$ cat config.mk
export PLATFORM = sky130hd
export DESIGN_NAME = canopen_motor_feedback_receiver_core
export DESIGN_NICKNAME = d
export VERILOG_FILES = /design/src/rtl/core/cmfr_pkg.sv /design/src/rtl/core/canopen_motor_feedback_receiver_core.sv
export SDC_FILE = /design/constraint.sdc
export NUM_CORES = 1
export LEC_CHECK = 0
export ABC_AREA = 1
export ABC_CLOCK_PERIOD_IN_PS = 2200
export BUFFER_PORTS_ARGS = -buffer_cell sky130_fd_sc_hd__buf_4
export CAP_MARGIN = 40
export CORE_MARGIN = 2
export CORE_UTILIZATION = 25
export DETAILED_ROUTE_END_ITERATION = 6
export PLACE_DENSITY = 0.54
export SLEW_MARGIN = 10
export SYNTH_ARGS = -nofsm -noshare
export SYNTH_HDL_FRONTEND = slang
export SYNTH_SLANG_ARGS = --single-unit
$ cat constraint.sdc
create_clock -name clk -period 2.2 [get_ports clk]
set_input_delay 0.44 -clock clk [delete_from_list [all_inputs] [get_ports clk]]
set_output_delay 0.44 -clock clk [all_outputs]
set_load 0.01 [all_outputs]
$ cat src/rtl/core/cmfr_pkg.sv
// Shared types, identifier bases and decode helpers for the motor feedback receiver.
package cmfr_pkg;

    // Identifier bases; the node number is added to each one.
    localparam logic [10:0] HB_BASE  = 11'h700;
    localparam logic [10:0] VL_BASE  = 11'h180;
    localparam logic [10:0] VR_BASE  = 11'h280;
    localparam logic [10:0] FLT_BASE = 11'h480;

    // Heartbeat payload codes.
    localparam logic [7:0] NMT_STOPPED = 8'h04;
    localparam logic [7:0] NMT_STARTED = 8'h05;
    localparam logic [7:0] NMT_PREOP   = 8'h7F;

    // Register map.
    localparam int unsigned REG_NODE_NUMBER = 0;
    localparam logic [6:0]  NODE_RESET      = 7'd4;

    // Number of listed faults in the one-hot fault word.
    localparam int unsigned NUM_FAULTS = 10;

    typedef enum logic [1:0] {
        ST_UNKNOWN = 2'd0,
        ST_STOPPED = 2'd1,
        ST_STARTED = 2'd2,
        ST_PREOP   = 2'd3
    } node_state_t;

    typedef struct packed {
        logic [10:0] frame_id;
        logic [7:0]  byte0;
        logic [7:0]  byte1;
        logic [7:0]  byte2;
        logic [7:0]  byte3;
    } frame_t;

    typedef struct packed {
        node_state_t        node_state;
        logic               driver_ready;
        logic               reinit_request;
        logic [15:0]        beat_count;
        logic [7:0]         last_beat_byte;
        logic signed [31:0] left_speed;
        logic signed [31:0] right_speed;
        logic [3:0]         fault_code;
    } result_t;

    // Map a one-hot fault word to a dense code; a clear word gives code zero, unlisted words keep the old code.
    function automatic logic [3:0] fault_decode(input logic [15:0] word,
                                                input logic [3:0]  cur);
        logic [3:0] code;
        code = cur;
        if (word == 16'd0)
        begin
            code = 4'd0;
        end
        for (int k = 0; k < NUM_FAULTS; k++)
        begin
            if (word == (16'd1 << k))
            begin
                code = 4'(k + 1);
            end
        end
        return code;
    endfunction

endpackage

$ cat src/rtl/core/canopen_motor_feedback_receiver_core.sv
// Top level of the CAN motor feedback receiver: frame decode, held values and register port.
// A frame beat passes through one input register, then the held-value registers
// that form the result beat.
// Throughput: one frame per cycle; the single-stage decode between the two
// register stages sets this figure, and the result stall backs up into the input.
// Reset: rst_n is asynchronous and active low; it clears all held values,
// empties both stages and sets the node number to 4.
module canopen_motor_feedback_receiver_core
    import cmfr_pkg::*;
(
    input  logic        clk,
    input  logic        rst_n,
    // Frame channel
    input  logic        frame_valid,
    output logic        frame_stall,
    input  frame_t      frame,
    // Result channel
    output logic        result_valid,
    input  logic        result_stall,
    output result_t     result,
    // Register port
    input  logic        psel,
    input  logic        penable,
    input  logic        pwrite,
    input  logic [2:0]  paddr,
    input  logic [31:0] pwdata,
    output logic [31:0] prdata,
    output logic        pready
);

    // Input stage
    logic        s1_valid_reg, s1_valid_next;
    frame_t      s1_frame_reg;
    logic        frame_accept;
    logic        s2_load;

    // Held values, which also form the result register
    logic        res_valid_reg, res_valid_next;
    node_state_t state_reg, state_next;
    logic        configured_reg, configured_next;
    logic        reinit_reg, reinit_next;
    logic [15:0] beat_cnt_reg, beat_cnt_next;
    logic [7:0]  beat_byte_reg, beat_byte_next;
    logic [31:0] left_reg, left_next;
    logic [31:0] right_reg, right_next;
    logic [3:0]  fault_reg, fault_next;

    // Configuration
    logic [6:0]  node_reg, node_next;
    logic        cfg_write;

    // Identifier matches
    logic [10:0] node_ext;
    logic        hit_hb, hit_vl, hit_vr, hit_flt;
    logic [31:0] le_word;

    // Handshake between the two stages
    assign s2_load      = s1_valid_reg && (!res_valid_reg || !result_stall);
    assign frame_stall  = s1_valid_reg && !s2_load;
    assign frame_accept = frame_valid && !frame_stall;

    always_comb
    begin
        s1_valid_next = s1_valid_reg;
        if (frame_accept)
        begin
            s1_valid_next = 1'b1;
        end
        else if (s2_load)
        begin
            s1_valid_next = 1'b0;
        end

        res_valid_next = res_valid_reg && result_stall;
        if (s2_load)
        begin
            res_valid_next = 1'b1;
        end
    end

    // Register port: a single register at byte address zero
    assign pready    = 1'b1;
    assign cfg_write = psel && penable && pwrite && pready;
    assign prdata    = (paddr[2] == 1'b0) ? {25'd0, node_reg} : 32'd0;

    always_comb
    begin
        node_next = node_reg;
        if (cfg_write && (paddr[2] == 1'(REG_NODE_NUMBER)))
        begin
            node_next = pwdata[6:0];
        end
    end

    // Frame decode against the four identifiers
    assign node_ext = {4'd0, node_reg};
    assign hit_hb   = (s1_frame_reg.frame_id == HB_BASE  + node_ext);
    assign hit_vl   = (s1_frame_reg.frame_id == VL_BASE  + node_ext);
    assign hit_vr   = (s1_frame_reg.frame_id == VR_BASE  + node_ext);
    assign hit_flt  = (s1_frame_reg.frame_id == FLT_BASE + node_ext);
    assign le_word  = {s1_frame_reg.byte3, s1_frame_reg.byte2,
                       s1_frame_reg.byte1, s1_frame_reg.byte0};

    // Next held values for the frame in the input stage
    always_comb
    begin
        state_next      = state_reg;
        configured_next = configured_reg;
        reinit_next     = reinit_reg;
        beat_cnt_next   = beat_cnt_reg;
        beat_byte_next  = beat_byte_reg;
        left_next       = left_reg;
        right_next      = right_reg;
        fault_next      = fault_reg;

        if (hit_hb)
        begin
            beat_cnt_next  = beat_cnt_reg + 16'd1;
            beat_byte_next = s1_frame_reg.byte0;
            priority if (s1_frame_reg.byte0 == NMT_STOPPED)
            begin
                state_next = ST_STOPPED;
            end
            else if (s1_frame_reg.byte0 == NMT_STARTED)
            begin
                state_next      = ST_STARTED;
                configured_next = 1'b1;
            end
            else if (s1_frame_reg.byte0 == NMT_PREOP)
            begin
                state_next = ST_PREOP;
            end
            else
            begin
                // Any other heartbeat byte keeps the node state.
                state_next = state_reg;
            end
            if (state_next == ST_UNKNOWN && !configured_next)
            begin
                reinit_next = 1'b1;
            end
        end
        if (hit_vl)
        begin
            left_next = le_word;
        end
        if (hit_vr)
        begin
            right_next = le_word;
        end
        if (hit_flt)
        begin
            fault_next = fault_decode({s1_frame_reg.byte1, s1_frame_reg.byte0}, fault_reg);
        end
    end

    // Control and held-value registers
    always_ff @(posedge clk or negedge rst_n)
    begin
        if (!rst_n)
        begin
            s1_valid_reg   <= 1'b0;
            res_valid_reg  <= 1'b0;
            node_reg       <= NODE_RESET;
            state_reg      <= ST_UNKNOWN;
            configured_reg <= 1'b0;
            reinit_reg     <= 1'b0;
            beat_cnt_reg   <= 16'd0;
            beat_byte_reg  <= 8'd0;
            left_reg       <= 32'd0;
            right_reg      <= 32'd0;
            fault_reg      <= 4'd0;
        end
        else
        begin
            s1_valid_reg  <= s1_valid_next;
            res_valid_reg <= res_valid_next;
            node_reg      <= node_next;
            if (s2_load)
            begin
                state_reg      <= state_next;
                configured_reg <= configured_next;
                reinit_reg     <= reinit_next;
                beat_cnt_reg   <= beat_cnt_next;
                beat_byte_reg  <= beat_byte_next;
                left_reg       <= left_next;
                right_reg      <= right_next;
                fault_reg      <= fault_next;
            end
        end
    end

    // Input payload register
    always_ff @(posedge clk)
    begin
        if (frame_accept)
        begin
            s1_frame_reg <= frame;
        end
    end

    // Result beat
    assign result_valid          = res_valid_reg;
    assign result.node_state     = state_reg;
    assign result.driver_ready   = configured_reg;
    assign result.reinit_request = reinit_reg;
    assign result.beat_count     = beat_cnt_reg;
    assign result.last_beat_byte = beat_byte_reg;
    assign result.left_speed     = left_reg;
    assign result.right_speed    = right_reg;
    assign result.fault_code     = fault_reg;

`ifndef SYNTHESIS
    // The configured flag never clears once set.
    a_configured_sticky: assert property (@(posedge clk) disable iff (!rst_n)
        configured_reg |=> configured_reg)
        else $error("configured flag cleared");

    // The re-initialise request never clears once set.
    a_reinit_sticky: assert property (@(posedge clk) disable iff (!rst_n)
        reinit_reg |=> reinit_reg)
        else $error("re-initialise request cleared");

    // A configured driver always has a known node state.
    a_configured_known: assert property (@(posedge clk) disable iff (!rst_n)
        configured_reg |-> (state_reg != ST_UNKNOWN))
        else $error("configured while node state unknown");

    // The beat counter only ever steps by one.
    a_beat_step: assert property (@(posedge clk) disable iff (!rst_n)
        !$stable(beat_cnt_reg) |-> (beat_cnt_reg == $past(beat_cnt_reg) + 16'd1))
        else $error("beat counter jumped");

    // Held values change only when a frame moves out of the input stage.
    a_hold_while_stalled: assert property (@(posedge clk) disable iff (!rst_n)
        (res_valid_reg && result_stall) |=> $stable(left_reg) && $stable(fault_reg))
        else $error("held value changed under a stalled result");
`endif

endmodule

==> out/qor.yml <==
outcome:
  run_status: "finished clean"
setup_path:
  cpPeakStageDelay_ns: 0.53
  path_cells: "inv_1 -> nand2_1 -> nand4_1 -> nor2_2 -> nand2_2 -> clkinv_2 -> nand2_4 -> buf_12 -> o21ai_0 -> inv_1"
  crit_slowest_cell: "dfstp_2"
  arrival_ns: 2.17
  critical_path_required_ns: 2.51
  worstSetupPathType: "flip-flop to flip-flop"
  r2r_slack_ns: 0.34
  cpMostUsedCell: "inv_1"
  end_kind: "flip-flop"
  path_max_fanout: 64
  critPathLaunchType: "flip-flop"
synth:
  syn_area_mm2: 0.00689
  async_reset_ff_share_pct: 70.9
  synth.distinct_cells: 36
  syn_inst: 781
  synth_seq_cells: 148
  synth_edf_count: 43
  synth.yosys.seq_area_share_pct: 56.9
  synth_ff_type: "dfrtp_1"
  avgSynthCellArea_um2: 8.82
  yosys_warnings: 0
sta:
  layout_min_cycle_time_ns: 1.86
  worst_pin_slew_ns: 0.566
  fin_worst_skew_ns: 0.0123
  maxSlewViolCount: 0
  fin_crit_sh_pct: 84.5
  rsz0062_at_grt: "no"
  hold_viol: 0
  finalSetupTns_ns: 0
  final-setup-viol-count: 0
  max_freq_ghz: 0.538
  fin_ws_ns: 0.340
  slew_headroom_pct: 62.3
die:
  die_h_um: 170
  core_area_mm2: 0.0270
  die_x_um: 170
  ios: 216
  initial_core_util_pct: 25.5
  die_area_mm2: 0.0289
  rows: 60
layout:
  fin_area_mm2: 0.00894
  final_util_pct: 33.1
  diodes: 0
  drive_gt1_share_pct: 23.3
  areaGrowthSynthToFinish_pct: 29.8
  nets: 1035
  nFillCells: 2824
placed_design:
  dp_slack_ns: 0.297
  port_buffers: 162
  dp_hpwl_um: 11900
  placed_area_mm2: 0.00835
  place_congestion: 0.820
clocking:
  insertion_delay_ns: 0.42
  path_clk_slew_ns: 0.07
  h-tree-depth: 4
  clk_path_buf_depth: 2
  post_cts_resized: 0
  cts_tree: "built"
  cts_made_buffers: 17
  cts_hold_buf: 1
  cts-root-buf: "clkbuf_16"
  cts.sinks: 148
  post-cts-setup-buffer-count: 0
routing:
  first_pass_iters: 4
  vias: 5114
  drt_iter0_markers: 284
  drc: 0
  wl_per_cell_um: 12.9
  ant_nets: 0
  viasPerCell: 3.92
  wirelength_um: 16800
pwr:
  p_leak_nw: 4.31
  vdd_drop_max_mv: 0.457
  powerDensity_mw_per_mm2: 723
  p_total_mw: 6.46
grt:
  groute.usage.overall_pct: 12.2
  antenna_found_initial: 0
  grt_max_degree: 65
  overflow: 0
  grt_pass1_vias: 4866
  grt_pass1_wl_um: 26700
flow_run:
  max_cap_violations: 0
min_path:
  hold_path.class: "input pin to flip-flop"
## worst paths after layout
kind,cells past startpoint,startpoint,end
worst min-delay path,1,frame[11],le_word[19]$_DFFE_PP_
worst max-delay path,10,node_reg[2]$_DFFE_PN1P_,right_reg[23]$_DFFE_PN0P_
min in group asynchronous,2,rst_n,left_reg[17]$_DFFE_PN0P_
max in group asynchronous,3,rst_n,beat_byte_reg[6]$_DFFE_PN0P_
worst min register to register,2,reinit_reg$_DFFE_PN0P_,reinit_reg$_DFFE_PN0P_
worst max register to register,10,node_reg[2]$_DFFE_PN1P_,right_reg[23]$_DFFE_PN0P_
## placed cells by master, fill, tap and decap left out, drive strengths merged
cell type,n
and2,1
clkinvlp,2
nand3b,1
dlygate4sd3,1
nor3,9
xor2,7
nor4,2
edfxtp,43
o21ai,76
bufinv,1
nand3,24
conb,26
nand4,17
buf,171
dfstp,1
clkinv,4
clkbuf,18
a21oi,8
inv,188
nor2,71
xnor2,8
nand2,174
ha,1
a21boi,1
o31ai,1
o21bai,1
dfrtp,104
and3,1
## layer usage
| metal | wire length, um | track usage [%] |
|---|---|---|
| met3 | 589 | 2.07 |
| met1 | 7710 | 16.1 |
| met4 | 354 | 5.05 |
| met5 | 0 | 0 |
| met2 | 8160 | 19.8 |
## synthesized netlist by cell type, types with 2 or more instances
library cell	instances	area, um^2
a21oi_1	8	40.0
buf_2	2	10.0
buf_4	29	218
buf_6	13	146
clkbuf_1	3	11.3
conb_1	2	7.51
dfrtp_1	104	2600
edfxtp_1	43	1290
inv_1	178	668
inv_2	2	7.51
nand2_1	168	631
nand2_2	4	25.0
nand2_4	2	22.5
nand3_1	23	115
nand4_1	16	100
nor2_1	63	236
nor2_2	5	31.3
nor2_4	3	33.8
nor3_1	8	40.0
nor4_1	2	12.5
o21ai_0	38	190
o21ai_1	38	190
xnor2_1	8	70.1
xor2_1	7	61.3
## final cells by class
class | count | area [um^2] | share of cell area, %
multi-input combinational | 429 | 1990 | 22.3
tap | 341 | 427 | 4.77
sequential | 148 | 3920 | 43.9
timing repair buffer | 172 | 1340 | 15.0
clock buffer | 18 | 429 | 4.80
clock inverter | 14 | 145 | 1.62
inverter | 181 | 681 | 7.62
## power by group
| group | total, mW | switching (mW) | internal [mW] |
|---|---|---|---|
| Sequential | 3.05 | 0.0827 | 2.97 |
| Clock | 2.89 | 1.29 | 1.60 |
| Combinational | 0.517 | 0.303 | 0.215 |
## worst max-delay path, delay by kind of cell (launching register included)
kind | cells | cell delay, ns
flops | 1 | 0.53
simple gates | 5 | 0.57
compound gates | 1 | 0.21
buf+inv | 4 | 0.38
## stage by stage
| step | hold WS (ns) | cells |
|---|---|---|
| final | 0.187 | 1303 |
| after global routing | 0.157 | 1303 |
| after CTS | 0.162 | 1303 |
| after detailed placement | 0.454 | 1270 |
| after global placement | 0.454 | 1270 |
| after floorplan | 0.144 | 805 |
## cells by family after synthesis
kind of cell	after synthesis	share of synthesized area [%]
AO/OA/AOI/OAI	87	6.43
XOR/XNOR	15	1.91
buffers and inverters	228	15.5
adder cells (fa/ha/maj)	1	0.182
other	2	0.109
AND/OR/NAND/NOR	300	19.0
flip-flops	148	56.9
Note: power is estimated with default switching activity, not from simulation.
